[src/design/dtp_pkg.sv]
// shared constants, types and tables for direction_to_panorama_index
// no dependencies; imported by every module of the block
package dtp_pkg;

	localparam int MAX_WIDTH     = 8192;
	localparam int MAX_HEIGHT    = 4096;
	localparam int CORDIC_STAGES = 16;

	localparam int DIR_W  = 16;
	localparam int W_W    = 14;
	localparam int H_W    = 13;
	localparam int AREA_W = 26;
	localparam int IDX_W  = 25;
	localparam int RSQ_W  = 32;
	localparam int ROOT_W = 24;
	localparam int SQ_PAD = 2 * ROOT_W - RSQ_W;
	localparam int IN_SH  = 8;
	localparam int CW     = 27;
	localparam int ANG_W  = 20;
	localparam int CD_W   = 19;
	localparam int RN_W   = 20;
	localparam int COLN_W = 32;
	localparam int ROWN_W = 30;
	localparam int COLQ_W = 14;
	localparam int ROWQ_W = 13;
	localparam int ROW_W  = 14;
	localparam int TOT_W  = 32;

	localparam int TWO_PI_Q  = 411775;
	localparam int PI_Q      = 205887;
	localparam int PHI_MAX_Q = 102892;
	localparam int PHI_MIN_Q = -68728;
	localparam int COL_DIV   = TWO_PI_Q;
	localparam int ROW_DIV   = PHI_MAX_Q - PHI_MIN_Q;
	localparam int COL_SH    = 50;
	localparam int ROW_SH    = 47;
	localparam logic [COLN_W-1:0] COL_RECIP = COLN_W'((64'd1 << COL_SH) / COL_DIV);
	localparam logic [ROWN_W-1:0] ROW_RECIP = ROWN_W'((64'd1 << ROW_SH) / ROW_DIV);

	localparam int TAB_LEN = 24;
	localparam logic [16:0] ATAN_TAB [0:TAB_LEN-1] = '{
		17'd51472, 17'd30385, 17'd16055, 17'd8150, 17'd4091, 17'd2047, 17'd1024, 17'd512,
		17'd256, 17'd128, 17'd64, 17'd32, 17'd16, 17'd8, 17'd4, 17'd2,
		17'd1, 17'd0, 17'd0, 17'd0, 17'd0, 17'd0, 17'd0, 17'd0
	};

	typedef enum logic [0:0] {
		REG_WIDTH  = 1'b0,
		REG_HEIGHT = 1'b1
	} cfg_reg_t;

	typedef struct packed {
		logic signed [DIR_W-1:0] x;
		logic signed [DIR_W-1:0] y;
		logic signed [DIR_W-1:0] z;
	} dtp_side_t;

	typedef struct packed {
		logic y_zero;
		logic x_neg;
		logic z_zero;
	} dtp_flags_t;

endpackage

[src/design/dtp_isqrt.sv]
// pipelined floor square root of rsq * 2^16, one result bit per stage
// depends on dtp_pkg
module dtp_isqrt import dtp_pkg::*; (
	input  logic              clk,
	input  logic              arst_n,
	input  logic              in_valid,
	input  logic [RSQ_W-1:0]  in_rsq,
	input  dtp_side_t         in_side,
	output logic              out_valid,
	output logic [ROOT_W-1:0] out_root,
	output dtp_side_t         out_side
);

	logic              v_s    [0:ROOT_W-1];
	logic [RSQ_W-1:0]  rsq_s  [0:ROOT_W-1];
	logic [ROOT_W+1:0] rem_s  [0:ROOT_W-1];
	logic [ROOT_W-1:0] root_s [0:ROOT_W-1];
	dtp_side_t         side_s [0:ROOT_W-1];

	logic              v_c    [0:ROOT_W-1];
	logic [RSQ_W-1:0]  rsq_c  [0:ROOT_W-1];
	logic [ROOT_W+1:0] rem_c  [0:ROOT_W-1];
	logic [ROOT_W-1:0] root_c [0:ROOT_W-1];
	dtp_side_t         side_c [0:ROOT_W-1];

	logic [ROOT_W+1:0] rem_n  [0:ROOT_W-1];
	logic [ROOT_W-1:0] root_n [0:ROOT_W-1];

	always_comb begin
		v_c[0]    = in_valid;
		rsq_c[0]  = in_rsq;
		rem_c[0]  = '0;
		root_c[0] = '0;
		side_c[0] = in_side;
		for (int i = 1; i < ROOT_W; i++) begin
			v_c[i]    = v_s[i-1];
			rsq_c[i]  = rsq_s[i-1];
			rem_c[i]  = rem_s[i-1];
			root_c[i] = root_s[i-1];
			side_c[i] = side_s[i-1];
		end
	end

	always_comb begin
		for (int i = 0; i < ROOT_W; i++) begin
			logic [2*ROOT_W-1:0] n_w;
			logic [ROOT_W+1:0]   trial;
			logic [ROOT_W+1:0]   test;
			n_w   = {rsq_c[i], {SQ_PAD{1'b0}}};
			trial = {rem_c[i][ROOT_W-1:0], n_w[2*(ROOT_W-1-i)+1 -: 2]};
			test  = {root_c[i], 2'b01};
			if (trial >= test) begin
				rem_n[i]  = trial - test;
				root_n[i] = {root_c[i][ROOT_W-2:0], 1'b1};
			end else begin
				rem_n[i]  = trial;
				root_n[i] = {root_c[i][ROOT_W-2:0], 1'b0};
			end
		end
	end

	always_ff @(posedge clk or negedge arst_n) begin
		if (!arst_n) begin
			for (int i = 0; i < ROOT_W; i++) v_s[i] <= 1'b0;
		end else begin
			for (int i = 0; i < ROOT_W; i++) v_s[i] <= v_c[i];
		end
	end

	always_ff @(posedge clk) begin
		for (int i = 0; i < ROOT_W; i++) begin
			rsq_s[i]  <= rsq_c[i];
			rem_s[i]  <= rem_n[i];
			root_s[i] <= root_n[i];
			side_s[i] <= side_c[i];
		end
	end

	assign out_valid = v_s[ROOT_W-1];
	assign out_root  = root_s[ROOT_W-1];
	assign out_side  = side_s[ROOT_W-1];

endmodule

[config.mk]
export PLATFORM = sky130hd
export DESIGN_NAME = dtp_isqrt
export DESIGN_NICKNAME = d
export VERILOG_FILES = /design/src/design/dtp_pkg.sv /design/src/design/dtp_isqrt.sv
export SDC_FILE = /design/constraint.sdc
export NUM_CORES = 2
export LEC_CHECK = 0
export ABC_CLOCK_PERIOD_IN_PS = 4300
export BUFFER_PORTS_ARGS = -buffer_cell sky130_fd_sc_hd__buf_2
export CAP_MARGIN = 10
export CORE_ASPECT_RATIO = 0.75
export CORE_UTILIZATION = 60
export CTS_BUF_LIST = sky130_fd_sc_hd__clkbuf_16
export CTS_CLUSTER_DIAMETER = 200
export DETAILED_ROUTE_END_ITERATION = 10
export PLACE_DENSITY = 0.77
export SYNTH_ARGS = -nofsm -noshare
export SYNTH_HDL_FRONTEND = slang
export SYNTH_SLANG_ARGS = --single-unit
[constraint.sdc]
create_clock -name clk -period 4.3 [get_ports clk]
set_clock_uncertainty 0.2 [all_clocks]
set_input_delay 0.645 -clock clk [delete_from_list [all_inputs] [get_ports clk]]
set_output_delay 0.645 -clock clk [all_outputs]
set_load 0.03 [all_outputs]
== Word-level counts from Yosys, hierarchy flattened ==
Memories as Yosys holds them, arrays and structs flattened.
Cells that the tools add are included.

* Bits in registers: 24
* RAM bits: 3120
* Memories: 4
* Bits of input ports: 83
* Logic and storage cells: 124
* Output and inout port bits: 73

{| class="wikitable"
|+ Memories
! memory !! words !! width !! read ports !! clocked after memory_dff !! wr ports !! RTL line !! RTL
|-
| side_s || 24 || 48 || 24 || 0 || 24 || dtp_isqrt.sv:18 || <nowiki>dtp_side_t side_s [0:ROOT_W-1];</nowiki>
|-
| rsq_s || 24 || 32 || 23 || 0 || 24 || dtp_isqrt.sv:15 || <nowiki>logic [RSQ_W-1:0] rsq_s [0:ROOT_W-1];</nowiki>
|-
| rem_s || 24 || 26 || 23 || 0 || 24 || dtp_isqrt.sv:16 || <nowiki>logic [ROOT_W+1:0] rem_s [0:ROOT_W-1];</nowiki>
|-
| root_s || 24 || 24 || 24 || 0 || 24 || dtp_isqrt.sv:17 || <nowiki>logic [ROOT_W-1:0] root_s [0:ROOT_W-1];</nowiki>
|}

* Muxes and demuxes: 48
* Order comparisons: 24
* Add/sub/neg operators: 24

{| class="wikitable"
|+ Operator list
! cell !! count
|-
| two-way mux 26 bit || 24
|-
| greater-or-equal comparator 26 bit || 23
|-
| subtractor 26 bit || 23
|-
| two-way mux 1 bit || 24
|-
| subtractor 2 x 1 -> 3 bit, second input constant || 1
|-
| greater-or-equal comparator 2 x 1 -> 1 bit, second input constant || 1
|}

== Longest topological paths before layout ==
An unclocked memory read counts as a cell.

* Depth after elaboration: 3
* Gate-level depth with buffers: 15
* Depth with buffers taken out: 14

== Worst setup path before layout ==
OpenSTA, ideal clock, no wires.

* Path kind: reg2reg
* Start: mem rem_s[2][131] (netlist name)
* End: mem rem_s[2][172] (netlist name)
* Cell stages (with the launch flop): 15
* Setup time: 0.121 ns
* Path slack: 0.778 ns
* Data required time: 3.979 ns
* Path buffers: 1
* Period minus slack after synthesis: 3.522 ns
* Data arrival time: 3.201 ns
* Cell sequence: dfxtp_1 > inv_1 > ha_1 > inv_1 > fa_1 > nor2b_1 > o311a_1 > o21ai_0 > o31ai_1 > a41o_1 > a41o_1 > o21ai_0 > nor4b_2 > buf_2 > mux2_2

{| class="wikitable"
|+ RTL lines
! item !! RTL line
|-
| start: declaration || dtp_isqrt.sv:16
|}

==> flow_summary.ini <==
[drt]
drt_drc_violations_left = 6
detailroute.via_count = 37300
ant_nets = 0
drt-wirelength-per-cell_um = 15.4
first_pass_detailed_route_iteration_total = 9
detail_route.iter0.violations = 2534
totalWireLength_mm = 114
detail_route.vias_per_cell = 5.01

[synth]
yosys-mux-area-fraction_pct = 1.52
synth-edff-count = 0
synth_seq_cells = 2231
syn-num-nets = 5850
yosys_most_used_dff = sky130_fd_sc_hd__dfxtp_1
yosys_warnings = 0
synth.top_cells.by_area = sky130_fd_sc_hd__dfxtp_1, sky130_fd_sc_hd__ha_1, sky130_fd_sc_hd__xnor2_1, sky130_fd_sc_hd__xor2_1, sky130_fd_sc_hd__inv_1
synthXorXnorAreaFrac_pct = 5.26
synth_top_family_by_area = simple AND/OR/NAND/NOR gates
synth.largest_area_cell = sky130_fd_sc_hd__dfxtp_1
syn-cell-area_mm2 = 0.0656
yosysUniqueCellTypes = 82
synth-seq-area-share_pct = 68.3
async_flop_share_pct = 1.08
synth_largest_type_area_fraction_pct = 67.4
post_synth_and_or_nand_nor_area_fraction_pct = 8.47
netlist_instances = 5450
syn-mean-instance-area_um2 = 12.0
synth_adder_area_share_pct = 6.13
synth-compound-area-share_pct = 7.64

[timing]
final_number_of_setup_violating_endpoints = 0
worstMarginPinSlew_ns = 0.932
slew_headroom_pct = 36.2
time_the_worst_path_needs_with_i_o_delays_and_setup_ns = 3.79
final.period_utilization_pct = 88.1
hold_viol = 0
setup_tns_ns = 0
max_freq_mhz = 264
setup_repair_after_global_routing_missed_its_margin = false
slew_viol_final = 0

[final_layout]
multi_input_logic_area_mm2 = 0.0191
nets = 6244
final_cell_mix = sky130_fd_sc_hd__dfxtp_1, sky130_fd_sc_hd__inv_1, sky130_fd_sc_hd__nand2_1, sky130_fd_sc_hd__ha_1, sky130_fd_sc_hd__nor2_1
ff_latch_area_mm2 = 0.0448
diodes = 0
drive_gt1_share_pct = 9.80
final_design_area_no_fill_mm2 = 0.0755
layout_commonest_cell = sky130_fd_sc_hd__dfxtp_1
num-fill-cells = 7506
area_growth_from_synthesis_to_final_layout_pct = 15.1

[worst_setup_path]
crit_path_frequent_cell = sky130_fd_sc_hd__o21ai_0
critPathCaptureType = flop
crit_required_ns = 4.77
critical_path_origin = rem_s[2][79]$_DFF_P_
worst-r2r-setup-slack_ns = 0.51
worst_r2r_endpoint = rem_s[2][106]$_DFF_P_
setup.worst_path.start_class = flop
crit_path_cell_trace = inv_1, ha_1, inv_1, fa_1, nor2b_1, o21ai_0, a211oi_1, o21ai_0, a21oi_1, nor2_1, o21ai_0, a21oi_2, buf_8, mux2_2
capturing_element_of_the_worst_setup_path = rem_s[2][106]$_DFF_P_
buf_inv_stages_crit_path = 3
worst_path_largest_cell_delay_ns = 0.47
cp_slowest_cell = sky130_fd_sc_hd__a21oi_2
critPathArrivalTime_ns = 4.26
path_class = reg -> reg
critical_path_depth = 14
r2r_cells = 14
crit_path_max_fanout = 15
critical_path.reg2reg.startpoint = rem_s[2][79]$_DFF_P_
dominant_delay_contributor_by_cell_family_on_the_critical_path = compound AO/OA/AOI/OAI gates

[power]
power_per_cell_area_mw_per_mm2 = 637
vdd.ir_drop.worst_uv = 669
power.leakage_nw = 34.9

[grt]
grt.total_usage_pct = 20.8
grt_antenna_before_repair = 1
grt_first_pass_wirelength_mm = 186
grt_start_max_net_pins = 38
grt_pass1_vias = 36700
overflow = 0

[floorplanning]
number_of_standard_cell_rows_in_the_floorplan = 104
io_pins = 156
floorplan.core_area_mm2 = 0.108
die_h_um = 288
die_width_um = 384
initial_core_utilization_pct = 60.9
dieArea_mm2 = 0.111

[run]
cap_violations = 0

[cts]
clk_pin_slew_ns = 0.07
cts-root-to-sink-buffers = 3
clk_root_buffer_cell = sky130_fd_sc_hd__clkbuf_16
post_cts.repair.setup_buffers = 0
clock_sinks = 2231
cts_tree = done
number_of_gates_resized_after_cts = 0
number_of_buffers_inserted_during_clock_tree_synthesis = 185
worst_skew_pair.late_latency_ns = 0.83
htree_levels = 4

[hold_path]
min-delay-path-class = reg -> reg

[run_status]
outcome = finished with violations
violations = DRC

[placement]
port_buffers = 155
hpwl_mm = 76.1
placed_area_mm2 = 0.0682
gp_congestion = 0.896
-- logic make-up (layout without fill, tap and decap cells) --
| group | after synthesis | after routing |
|---|---|---|
| XOR/XNOR | 394 | 394 |
| adder cells (fa/ha/maj) | 317 | 317 |
| AND/OR/NAND/NOR | 1138 | 1138 |
| flip-flops | 2231 | 2231 |
| AO/OA/AOI/OAI | 816 | 816 |
| buffers and inverters | 464 | 1017 |
| multiplexers | 89 | 89 |
| other | 1 | 1 |
-- cell usage after synthesis (41+ instances only) --
| cell | count |
|---|---|
| sky130_fd_sc_hd__a21o_1 | 78 |
| sky130_fd_sc_hd__o21a_1 | 55 |
| sky130_fd_sc_hd__a21oi_1 | 258 |
| sky130_fd_sc_hd__ha_1 | 310 |
| sky130_fd_sc_hd__nor4_1 | 56 |
| sky130_fd_sc_hd__or3_1 | 43 |
| sky130_fd_sc_hd__clkbuf_1 | 44 |
| sky130_fd_sc_hd__xor2_1 | 186 |
| sky130_fd_sc_hd__xnor2_1 | 208 |
| sky130_fd_sc_hd__o21ai_0 | 228 |
| sky130_fd_sc_hd__nand3_1 | 87 |
| sky130_fd_sc_hd__inv_1 | 405 |
| sky130_fd_sc_hd__dfxtp_1 | 2207 |
| sky130_fd_sc_hd__nand2_1 | 310 |
| sky130_fd_sc_hd__nand2b_1 | 45 |
| sky130_fd_sc_hd__nor2_1 | 282 |
| sky130_fd_sc_hd__nor2b_1 | 41 |
| sky130_fd_sc_hd__nor3_1 | 114 |
| sky130_fd_sc_hd__mux2_2 | 81 |
-- per-layer routing --
metal / share of wire [%] / vias to the layer above / GRT usage [%] / routed length, µm
met5: 0 / - / 0 / 0
met4: 2.0 / 0 / 6.25 / 2280
met3: 5.5 / 175 / 4.00 / 6320
met2: 45 / 857 / 33.0 / 51300
met1: 48 / 17300 / 29.1 / 54600
li1: - / 19000 / - / -
-- worst reg2reg max path: stages (launching register included) --
cell and delay [ns]:
sky130_fd_sc_hd__dfxtp_1 0.35, sky130_fd_sc_hd__inv_1 0.10, sky130_fd_sc_hd__ha_1 0.21, sky130_fd_sc_hd__inv_1 0.08
sky130_fd_sc_hd__fa_1 0.22, sky130_fd_sc_hd__nor2b_1 0.06, sky130_fd_sc_hd__o21ai_0 0.33, sky130_fd_sc_hd__a211oi_1 0.16
sky130_fd_sc_hd__o21ai_0 0.35, sky130_fd_sc_hd__a21oi_1 0.20, sky130_fd_sc_hd__nor2_1 0.17, sky130_fd_sc_hd__o21ai_0 0.18
sky130_fd_sc_hd__a21oi_2 0.47, sky130_fd_sc_hd__buf_8 0.24, sky130_fd_sc_hd__mux2_2 0.36
-- power by group --
part / total [mW] / switching, mW / internal (mW)
clock: 17.2 / 7.56 / 9.68
sequential: 24.8 / 1.65 / 23.2
combinational: 6.02 / 3.17 / 2.85
total: 48.1 / 12.4 / 35.7
-- how the worst min path moves through the flow --
| stage | start | depth (start not counted) | slack, ns | to |
|---|---|---|---|---|
| 2_1_floorplan | rsq_s[0][68]$_DFF_P_ | 0 | 0.11 | rsq_s[0][100]$_DFF_P_ |
| 3_3_place_gp | side_s[1][287]$_DFF_P_ | 0 | 0.11 | side_s[1][335]$_DFF_P_ |
| 3_5_place_dp | rsq_s[0][81]$_DFF_P_ | 0 | 0.11 | rsq_s[0][113]$_DFF_P_ |
| 4_1_cts | side_s[0][370]$_DFF_P_ | 0 | 0.04 | side_s[1][34]$_DFF_P_ |
| 5_1_grt | side_s[0][370]$_DFF_P_ | 0 | 0.07 | side_s[1][34]$_DFF_P_ |
| 6_report | side_s[0][370]$_DFF_P_ | 0 | 0.06 | side_s[1][34]$_DFF_P_ |
-- cell type report --
class | count | share of cell area [%]
Inverter | 406 | 2.02
Clock buffer | 187 | 6.20
Sequential cell | 2231 | 59.3
Multi-Input combinational cell | 2755 | 25.3
Timing Repair Buffer | 265 | 2.43
Tap cell | 1431 | 2.37
Clock inverter | 159 | 2.37
-- registers in the layout (all words and copies together), names as in the netlist --
signal / count
root_s: 292
rsq_s: 240
out_valid: 1
side_s: 1152
rem_s: 523
v_c: 23
-- per-stage QoR --
stage	utilization (%)	total power, mW	hold WS (ns)	cells	worst slack [ns]
after floorplan	-	29.2	0.110	5450	0.778
after global placement	63.3	30.8	0.110	7003	0.257
after detailed placement	63.3	31.0	0.112	7003	0.240
after CTS	70.0	48.4	0.0423	7432	0.120
after global routing	70.1	50.4	0.0653	7434	0.189
final	70.1	48.1	0.0580	7434	0.513
-- timing repair --
item	in CTS	in global routing
setup endpoints to repair	0	0
hold buffers	83	0
hold endpoints to repair	106	0
Power figures use the tool's default switching activity.
