$ cat config.mk
export PLATFORM = sky130hd
export DESIGN_NAME = dtp_index
export DESIGN_NICKNAME = d
export VERILOG_FILES = /design/src/design/dtp_pkg.sv /design/src/design/dtp_index.sv
export SDC_FILE = /design/constraint.sdc
export NUM_CORES = 2
export LEC_CHECK = 0
export BUFFER_PORTS_ARGS = -buffer_cell sky130_fd_sc_hd__buf_2
export CORE_MARGIN = 2
export CORE_UTILIZATION = 45
export DETAILED_ROUTE_END_ITERATION = 7
export MAX_ROUTING_LAYER = met4
export PLACE_DENSITY = 0.65
export SLEW_MARGIN = 20
export SYNTH_ARGS = -nofsm -noshare
export SYNTH_HDL_FRONTEND = slang
export SYNTH_SLANG_ARGS = --single-unit
$ cat constraint.sdc
create_clock -name clk -period 16.8 [get_ports clk]
set_input_delay 0.84 -clock clk [delete_from_list [all_inputs] [get_ports clk]]
set_output_delay 0.84 -clock clk [all_outputs]
set_load 0.01 [all_outputs]
$ cat src/design/dtp_pkg.sv
// shared constants, types and tables for direction_to_panorama_index
// no dependencies; imported by every module of the block
package dtp_pkg;

	localparam int MAX_WIDTH     = 8192;
	localparam int MAX_HEIGHT    = 4096;
	localparam int CORDIC_STAGES = 16;

	localparam int DIR_W  = 16;
	localparam int W_W    = 14;
	localparam int H_W    = 13;
	localparam int AREA_W = 26;
	localparam int IDX_W  = 25;
	localparam int RSQ_W  = 32;
	localparam int ROOT_W = 24;
	localparam int SQ_PAD = 2 * ROOT_W - RSQ_W;
	localparam int IN_SH  = 8;
	localparam int CW     = 27;
	localparam int ANG_W  = 20;
	localparam int CD_W   = 19;
	localparam int RN_W   = 20;
	localparam int COLN_W = 32;
	localparam int ROWN_W = 30;
	localparam int COLQ_W = 14;
	localparam int ROWQ_W = 13;
	localparam int ROW_W  = 14;
	localparam int TOT_W  = 32;

	localparam int TWO_PI_Q  = 411775;
	localparam int PI_Q      = 205887;
	localparam int PHI_MAX_Q = 102892;
	localparam int PHI_MIN_Q = -68728;
	localparam int COL_DIV   = TWO_PI_Q;
	localparam int ROW_DIV   = PHI_MAX_Q - PHI_MIN_Q;
	localparam int COL_SH    = 50;
	localparam int ROW_SH    = 47;
	localparam logic [COLN_W-1:0] COL_RECIP = COLN_W'((64'd1 << COL_SH) / COL_DIV);
	localparam logic [ROWN_W-1:0] ROW_RECIP = ROWN_W'((64'd1 << ROW_SH) / ROW_DIV);

	localparam int TAB_LEN = 24;
	localparam logic [16:0] ATAN_TAB [0:TAB_LEN-1] = '{
		17'd51472, 17'd30385, 17'd16055, 17'd8150, 17'd4091, 17'd2047, 17'd1024, 17'd512,
		17'd256, 17'd128, 17'd64, 17'd32, 17'd16, 17'd8, 17'd4, 17'd2,
		17'd1, 17'd0, 17'd0, 17'd0, 17'd0, 17'd0, 17'd0, 17'd0
	};

	typedef enum logic [0:0] {
		REG_WIDTH  = 1'b0,
		REG_HEIGHT = 1'b1
	} cfg_reg_t;

	typedef struct packed {
		logic signed [DIR_W-1:0] x;
		logic signed [DIR_W-1:0] y;
		logic signed [DIR_W-1:0] z;
	} dtp_side_t;

	typedef struct packed {
		logic y_zero;
		logic x_neg;
		logic z_zero;
	} dtp_flags_t;

endpackage

$ cat src/design/dtp_index.sv
// angle to pixel index: row and column scaling, constant divides, wrap
// eight register stages; depends on dtp_pkg
module dtp_index import dtp_pkg::*; (
	input  logic                    clk,
	input  logic                    arst_n,
	input  logic                    in_valid,
	input  logic signed [ANG_W-1:0] in_ta,
	input  logic signed [ANG_W-1:0] in_pa,
	input  dtp_flags_t              in_flags,
	input  logic [W_W-1:0]          w,
	input  logic [H_W-1:0]          h,
	input  logic [AREA_W-1:0]       area,
	output logic                    out_valid,
	output logic [IDX_W-1:0]        out_idx,
	output logic                    out_wrap
);

	logic v_s1, v_s2, v_s3, v_s4, v_s5, v_s6, v_s7, v_s8;

	// s1: azimuth fix-up and numerators
	logic signed [ANG_W:0] th_base, th_wrap, th_clamp;
	logic signed [ANG_W-1:0] ph;
	logic [CD_W-1:0] cd_s1;
	logic signed [RN_W-1:0] rn_s1;

	always_comb begin
		if (in_flags.y_zero) begin
			th_base = in_flags.x_neg ? (ANG_W+1)'(PI_Q) : '0;
		end else if (in_flags.x_neg) begin
			th_base = (ANG_W+1)'(PI_Q) + (ANG_W+1)'(in_ta);
		end else begin
			th_base = (ANG_W+1)'(in_ta);
		end
		th_wrap = (th_base < 0) ? th_base + (ANG_W+1)'(TWO_PI_Q) : th_base;
		if (th_wrap < 0) begin
			th_clamp = '0;
		end else if (th_wrap > (ANG_W+1)'(TWO_PI_Q - 1)) begin
			th_clamp = (ANG_W+1)'(TWO_PI_Q - 1);
		end else begin
			th_clamp = th_wrap;
		end
		ph = in_flags.z_zero ? '0 : in_pa;
	end

	always_ff @(posedge clk) begin
		cd_s1 <= CD_W'((ANG_W+1)'(TWO_PI_Q) - th_clamp);
		rn_s1 <= RN_W'(PHI_MAX_Q) - RN_W'(ph);
	end

	// s2: scale by width and height
	logic [COLN_W-1:0] coln_s2, coln_s3, coln_s4;
	logic [ROWN_W-1:0] rown_s2, rown_s3, rown_s4;
	logic rneg_s2, rneg_s3, rneg_s4;
	logic [RN_W-2:0] rmag;

	assign rmag = rn_s1[RN_W-1] ? (RN_W-1)'(-rn_s1) : rn_s1[RN_W-2:0];

	always_ff @(posedge clk) begin
		coln_s2 <= COLN_W'(cd_s1) * COLN_W'(w);
		rown_s2 <= ROWN_W'(rmag) * ROWN_W'(h);
		rneg_s2 <= rn_s1[RN_W-1];
	end

	// s3: reciprocal multiply
	logic [2*COLN_W-1:0] colp;
	logic [2*ROWN_W-1:0] rowp;
	logic [COLQ_W-1:0] colq_s3, colq_s4;
	logic [ROWQ_W-1:0] rowq_s3, rowq_s4;

	assign colp = (2*COLN_W)'(coln_s2) * (2*COLN_W)'(COL_RECIP);
	assign rowp = (2*ROWN_W)'(rown_s2) * (2*ROWN_W)'(ROW_RECIP);

	always_ff @(posedge clk) begin
		colq_s3 <= colp[COL_SH +: COLQ_W];
		rowq_s3 <= rowp[ROW_SH +: ROWQ_W];
		coln_s3 <= coln_s2;
		rown_s3 <= rown_s2;
		rneg_s3 <= rneg_s2;
	end

	// s4: quotient times divisor
	logic [COLN_W-1:0] colm_s4;
	logic [ROWN_W-1:0] rowm_s4;

	always_ff @(posedge clk) begin
		colm_s4 <= COLN_W'(colq_s3) * COLN_W'(COL_DIV);
		rowm_s4 <= ROWN_W'(rowq_s3) * ROWN_W'(ROW_DIV);
		colq_s4 <= colq_s3;
		rowq_s4 <= rowq_s3;
		coln_s4 <= coln_s3;
		rown_s4 <= rown_s3;
		rneg_s4 <= rneg_s3;
	end

	// s5: one-step quotient correction
	logic [COLN_W-1:0] cr;
	logic [ROWN_W-1:0] rr;
	logic [COLQ_W-1:0] qa_s5, qa_s6;
	logic nz_s5, nz_s6;
	logic [ROWQ_W-1:0] rq;
	logic signed [ROW_W-1:0] row_s5;

	assign cr = coln_s4 - colm_s4;
	assign rr = rown_s4 - rowm_s4;
	assign rq = (rr >= ROWN_W'(ROW_DIV)) ? rowq_s4 + 1'b1 : rowq_s4;

	always_ff @(posedge clk) begin
		if (cr >= COLN_W'(COL_DIV)) begin
			qa_s5 <= colq_s4 + 1'b1;
			nz_s5 <= (cr != COLN_W'(COL_DIV));
		end else begin
			qa_s5 <= colq_s4;
			nz_s5 <= (cr != '0);
		end
		row_s5 <= rneg_s4 ? -$signed({1'b0, rq}) : $signed({1'b0, rq});
	end

	// s6: row times width
	logic signed [TOT_W-1:0] k_s6;
	logic signed [TOT_W-1:0] row_ext, w_ext;

	assign row_ext = TOT_W'(row_s5);
	assign w_ext   = $signed(TOT_W'(w));

	always_ff @(posedge clk) begin
		k_s6  <= row_ext * w_ext;
		qa_s6 <= qa_s5;
		nz_s6 <= nz_s5;
	end

	// s7: truncating sum
	logic signed [TOT_W-1:0] f_sum, t_s7;

	assign f_sum = k_s6 + $signed(TOT_W'(qa_s6));

	always_ff @(posedge clk) begin
		t_s7 <= ((f_sum < 0) && nz_s6) ? f_sum + 1 : f_sum;
	end

	// s8: remainder by area
	logic signed [TOT_W-1:0] a_ext, t_p, t_m1, t_m2;
	logic [IDX_W-1:0] idx_s8;
	logic wrap_s8;

	assign a_ext = $signed(TOT_W'(area));
	assign t_p   = t_s7 + a_ext;
	assign t_m1  = t_s7 - a_ext;
	assign t_m2  = t_s7 - (a_ext <<< 1);

	always_ff @(posedge clk) begin
		if (t_s7 < 0) begin
			idx_s8  <= (t_p > 0) ? t_p[IDX_W-1:0] : '0;
			wrap_s8 <= (t_p > 0);
		end else if (t_m2 >= 0) begin
			idx_s8  <= t_m2[IDX_W-1:0];
			wrap_s8 <= 1'b0;
		end else if (t_m1 >= 0) begin
			idx_s8  <= t_m1[IDX_W-1:0];
			wrap_s8 <= 1'b0;
		end else begin
			idx_s8  <= t_s7[IDX_W-1:0];
			wrap_s8 <= 1'b0;
		end
	end

	always_ff @(posedge clk or negedge arst_n) begin
		if (!arst_n) begin
			v_s1 <= 1'b0;
			v_s2 <= 1'b0;
			v_s3 <= 1'b0;
			v_s4 <= 1'b0;
			v_s5 <= 1'b0;
			v_s6 <= 1'b0;
			v_s7 <= 1'b0;
			v_s8 <= 1'b0;
		end else begin
			v_s1 <= in_valid;
			v_s2 <= v_s1;
			v_s3 <= v_s2;
			v_s4 <= v_s3;
			v_s5 <= v_s4;
			v_s6 <= v_s5;
			v_s7 <= v_s6;
			v_s8 <= v_s7;
		end
	end

	assign out_valid = v_s8;
	assign out_idx   = idx_s8;
	assign out_wrap  = wrap_s8;

	a_col_quot: assert property (@(posedge clk) disable iff (!arst_n)
		v_s5 |-> (qa_s5 <= w))
		else $error("column quotient exceeds width");

	a_idx_range: assert property (@(posedge clk) disable iff (!arst_n)
		v_s8 |-> (AREA_W'(idx_s8) < area))
		else $error("pixel index not below area");

	a_wrap_nz: assert property (@(posedge clk) disable iff (!arst_n)
		(v_s8 && wrap_s8) |-> (idx_s8 != '0))
		else $error("wrapped index is zero");

endmodule

### Yosys cells after proc, flatten, opt, wreduce, memory -nomap -nowiden

Cells that the tools add are included.
W data, S select, Z words.

| storage, ports and cells | value |
|---|---|
| bits of input ports | 99 |
| register bits after elaboration | 481 |
| logic and storage cells | 87 |
| output and inout port bits | 27 |

| cells by class | value |
|---|---|
| $lt $le $gt $ge | 10 |
| reductions and logical operators | 2 |
| eq/ne operators | 1 |
| $mul | 7 |
| mux-type cells | 17 |
| add/subtract/negate cells | 15 |

Operator list:

| kind | count |
|---|---|
| $mux W25 | 4 |
| $ge A32 B1 Y1 const B | 2 |
| $mux W21 | 3 |
| $mul A32 B30 Y62 const B | 1 |
| $mul A30 B28 Y58 const B | 1 |
| $mux W19 | 3 |
| $lt A21 B1 Y1 const B | 2 |
| $add A32 B27 Y32 | 1 |
| $ge A32 B19 Y1 const B | 1 |
| $gt A32 B1 Y1 const B | 1 |
| $lt A32 B1 Y1 const B | 1 |
| $mul A14 B19 Y32 const B | 1 |
| $mul A19 B14 Y32 | 1 |
| $mux W32 | 1 |
| $ne A32 B19 Y1 const B | 1 |
| $reduce_bool A32 Y1 | 1 |
| $sub A32 B27 Y32 | 1 |
| $sub A32 B28 Y32 | 1 |
| $sub A32 B32 Y32 | 1 |
| $add A30 B2 Y31 const B | 1 |
| $add A29 B15 Y30 | 1 |
| $ge A30 B18 Y1 const B | 1 |
| $lt A30 B1 Y1 const B | 1 |
| $mul A19 B13 Y30 | 1 |
| 18 further kinds | 19 |

### Longest topological paths before layout

| depth | value |
|---|---|
| word-level depth | 9 |
| mapped depth | 31 |
| mapped depth without buffers | 30 |

### Worst setup path after synthesis

OpenSTA, ideal clock, no wires.

| timing | value |
|---|---|
| path kind | register to register |
| start point | register coln_s2[21] |
| end point | register colq_s3[13] |
| path slack | 9.272 ns |
| arrival | 7.456 ns |
| stages on the path, launching flop included | 31 |
| period minus slack after synthesis | 7.528 ns |
| path buffers | 0 |
| setup time | 0.072 ns |
| data required time | 16.728 ns |
| cells stage by stage | dfxtp_1 -> fa_1 -> inv_1 -> fa_1 -> inv_1 -> fa_1 -> inv_1 -> fa_1 -> inv_1 -> fa_1 -> inv_1 -> fa_1 -> inv_1 -> fa_1 -> inv_1 -> fa_1 -> inv_1 -> ha_1 -> a21o_1 -> a21o_1 -> a21o_1 -> a21o_1 -> a2111oi_0 -> o31ai_1 -> a31o_2 -> o211a_1 -> o21a_1 -> o21a_1 -> o41a_1 -> a21oi_1 -> xnor2_1 |

| on the way | value |
|---|---|
| longest elaborated chain between the ends | 1 |

RTL lines:

| what | line | text |
|---|---|---|
| start: declaration | dtp_index.sv:51 | `logic [COLN_W-1:0] coln_s2, coln_s3, coln_s4;` |
| start signal: assignment | dtp_index.sv:59 | `coln_s2 <= COLN_W'(cd_s1) * COLN_W'(w);` |
| $mul A32 B30 Y62 | dtp_index.sv:70 | `assign colp = (2*COLN_W)'(coln_s2) * (2*COLN_W)'(COL_RECIP);` |
| net colp[63] | dtp_index.sv:65 | `logic [2*COLN_W-1:0] colp;` |
| end signal: assignment | dtp_index.sv:74 | `colq_s3 <= colp[COL_SH +: COLQ_W];` |
| end: declaration | dtp_index.sv:67 | `logic [COLQ_W-1:0] colq_s3, colq_s4;` |

The timed path passes the listed nets, and every way through them passes these cells.
A chain may end at the register's enable or synchronous reset.

### Worst setup path in the final report

Same ends and word-level chain as after synthesis.

==> impl_metrics.yaml <==
run_status:
  status: "finished, final reports clean"
synth:
  synth.cell_area_sq_um: 78200
  synthCells: 8130
  yosysSeqAreaShare: 0.121
  synthDistinctLibCells: 121
  yosysWarnings: 0
  synthArstFlopShare: 0.0169
  synthesis.nets: 10800
  synth_flop_cell: "dfxtp_1"
  avgSynthCellArea_sq_um: 9.62
  synth_edf_count: 0
  ys_seq_elements: 472
drt:
  drtIter0Drc: 3594
  vias_per_cell: 5.29
  ant_nets: 0
  dr.pass1.iters: 6
  wirelength_um: 212000
  post-route-drc-count: 0
  num_vias: 55800
  post_drt_wl_per_cell_um: 20.0
cells_and_area:
  stdcell_area_sq_um: 83500
  num-fill-cells: 16200
  area_growth_pct: 6.71
  drive_above_1_share: 0.0439
  nNetsFinal: 10900
floorplan:
  die_area_sq_um: 177000
  io_pins: 126
  start_util: 0.452
  core_sq_um: 173000
  row_count: 153
  die_w_um: 421
  die_h_um: 421
cts:
  clk_latency_ns: 0.72
  cts_max_level: 2
  cts_tree: "built"
  clk_path_buf_depth: 3
  cts_buffers: 61
  cts.clk_slew.worst_paths_ns: 0.06
  clkSinkCount: 472
  cts_root_buf: "clkbuf_16"
  cts_setup_buffers: 0
hold_path:
  hold_path_end: "v_s1"
  worstHoldPathCells: 1
  hold_path.class: "input pin to flip-flop"
  min-delay-start: "in_valid"
setup_path:
  critical_path_arrival_ns: 9.21
  critPathMaxStageDelay_ns: 0.90
  crit_type: "flip-flop to flip-flop"
  r2r_slack_ns: 8.24
  rr_worst_depth: 30
  crit_fanout: 7
  cp-startpoint: "coln_s2[21]"
  cp_top_family: "adder cells"
  endpoint_kind: "flip-flop"
  rr_startpoint: "coln_s2[21]"
  required_ns: 17.45
  critPathLaunchType: "flip-flop"
  critPathBufInv: 8
  crit_slowest_cell: "a2111oi_1"
  r2r-end: "colq_s3[13]"
place:
  dp_hpwl_um: 181000
  io_buffer_count: 125
  routabilityCongestion: 1.02
  post-place-ws_ns: 8.32
  place_area_sq_um: 81300
grt:
  antenna_found_initial: 8
  grt_pass1_vias: 59100
  track_usage: 0.251
  grt_pass1_wl_um: 337000
  gr-total-overflow: 0
  grt_max_degree: 34
timing:
  fin_skew_ns: 0.0475
  setup_tns_ns: 0
  worst_pin_slew_ns: 1.05
  slew_violations: 0
  fmax_mhz: 117
  period_needed_ns: 8.56
  hold_violations: 0
  rsz0062_at_grt: "false"
  finalWorstSetupSlack_ns: 8.24
  slew_headroom: 0.288
  whs_ns: 0.259
  setup_viol: 0
  period_share: 0.509
run:
  drv_cap: 0
metal layers:
layer  routed length [um]  global-route usage  vias up  part of all wire
li1                     -                   -    26100                 -
met1                93700               0.328    28000              0.44
met2                99800               0.407     1487              0.47
met3                11600              0.0322      302             0.055
met4                 6560              0.0707        0             0.031
met5                    0                   -        -                 0
per-stage QoR:
step | cells | util
global placement | 10400 | 0.469
floorplan | 8130 | -
detailed placement | 10400 | 0.469
global route | 10600 | 0.482
finish | 10600 | 0.482
CTS | 10600 | 0.482
flip-flops by register name (all words and copies together) (netlist names), 14 cells and up:
name and count:
t_s7 31, k_s6 29, rn_s1 20, row_s5 14
coln_s4 32, coln_s3 32, rowm_s4 25, rown_s3 28
cd_s1 19, qa_s6 14, qa_s5 14, rown_s2 30
coln_s2 32, colm_s4 32, colq_s3 14, rown_s4 28
out_idx 25
kinds of logic after synthesis:
logic type               synth area share
flip-flops                          0.121
AND/OR/NAND/NOR                     0.114
XOR/XNOR                           0.0444
adder cells (fa/ha/maj)             0.539
buffers and inverters              0.0899
AO/OA/AOI/OAI                      0.0849
multiplexers                      0.00652
synth_stat cells, types with 118 or more instances:
cell      instances  area, sq um
inv_1          1687         6330
fa_1           1305        26100
ha_1           1283        16100
nand2_1         643         2410
dfxtp_1         464         9290
nor2_1          295         1110
and2_1          288         1800
xnor2_1         274         2400
a21oi_1         245         1230
o21ai_0         166          831
clkbuf_1        141          529
xor2_1          118         1030
layout make-up:
| cell class | count | area (sq um) | share of cell area |
|---|---|---|---|
| diodes | 5 | 12.5 | 0.000150 |
| clock buffers | 71 | 1580 | 0.0190 |
| clock inverters | 44 | 567 | 0.00679 |
| inverters | 1689 | 6340 | 0.0759 |
| multi-input cells | 5796 | 61700 | 0.739 |
| flip-flops and latches | 472 | 9490 | 0.114 |
| well taps | 2325 | 2910 | 0.0348 |
| repair buffers | 157 | 868 | 0.0104 |
worst reg2reg max path, delay by kind of cell (launching register included):
family,cells,cell delay [ns]
adders and majority gates,9,4.01
AOI/OAI and AO/OA,12,3.39
buffers and inverters,8,0.52
DFF,1,0.45
xor gates and xnor gates,1,0.13
timing repair:
action / in CTS / in global routing
endpoints found under the hold margin: 8 / 0
hold buffers: 1 / 0
resized for setup: 0 / 0
worst max path at each step:
stage                        to  slack, ns  cells past startpoint
CTS                 colq_s3[13]       8.33                     26
finish              colq_s3[13]       8.24                     30
detailed placement  colq_s3[13]       8.32                     26
global placement    colq_s3[13]       8.31                     30
floorplan           colq_s3[13]       9.27                     30
global route        colq_s3[13]       7.92                     30
layout by cell type, fill, tap and decap left out, types with 93 or more instances in the layout:
cell type  count
nand3_1      101
nor2_1       295
xor2_1       118
o21ai_0      165
nand2_1      643
buf_2        125
ha_1        1283
nor3_1        93
fa_1        1305
a21o_1       108
inv_1       1687
xnor2_1      274
and2_1       288
a21oi_1      245
dfxtp_1      464
Power is not shown: default switching activity piles up to over one toggle a cycle in this logic, so the estimate is an artifact.
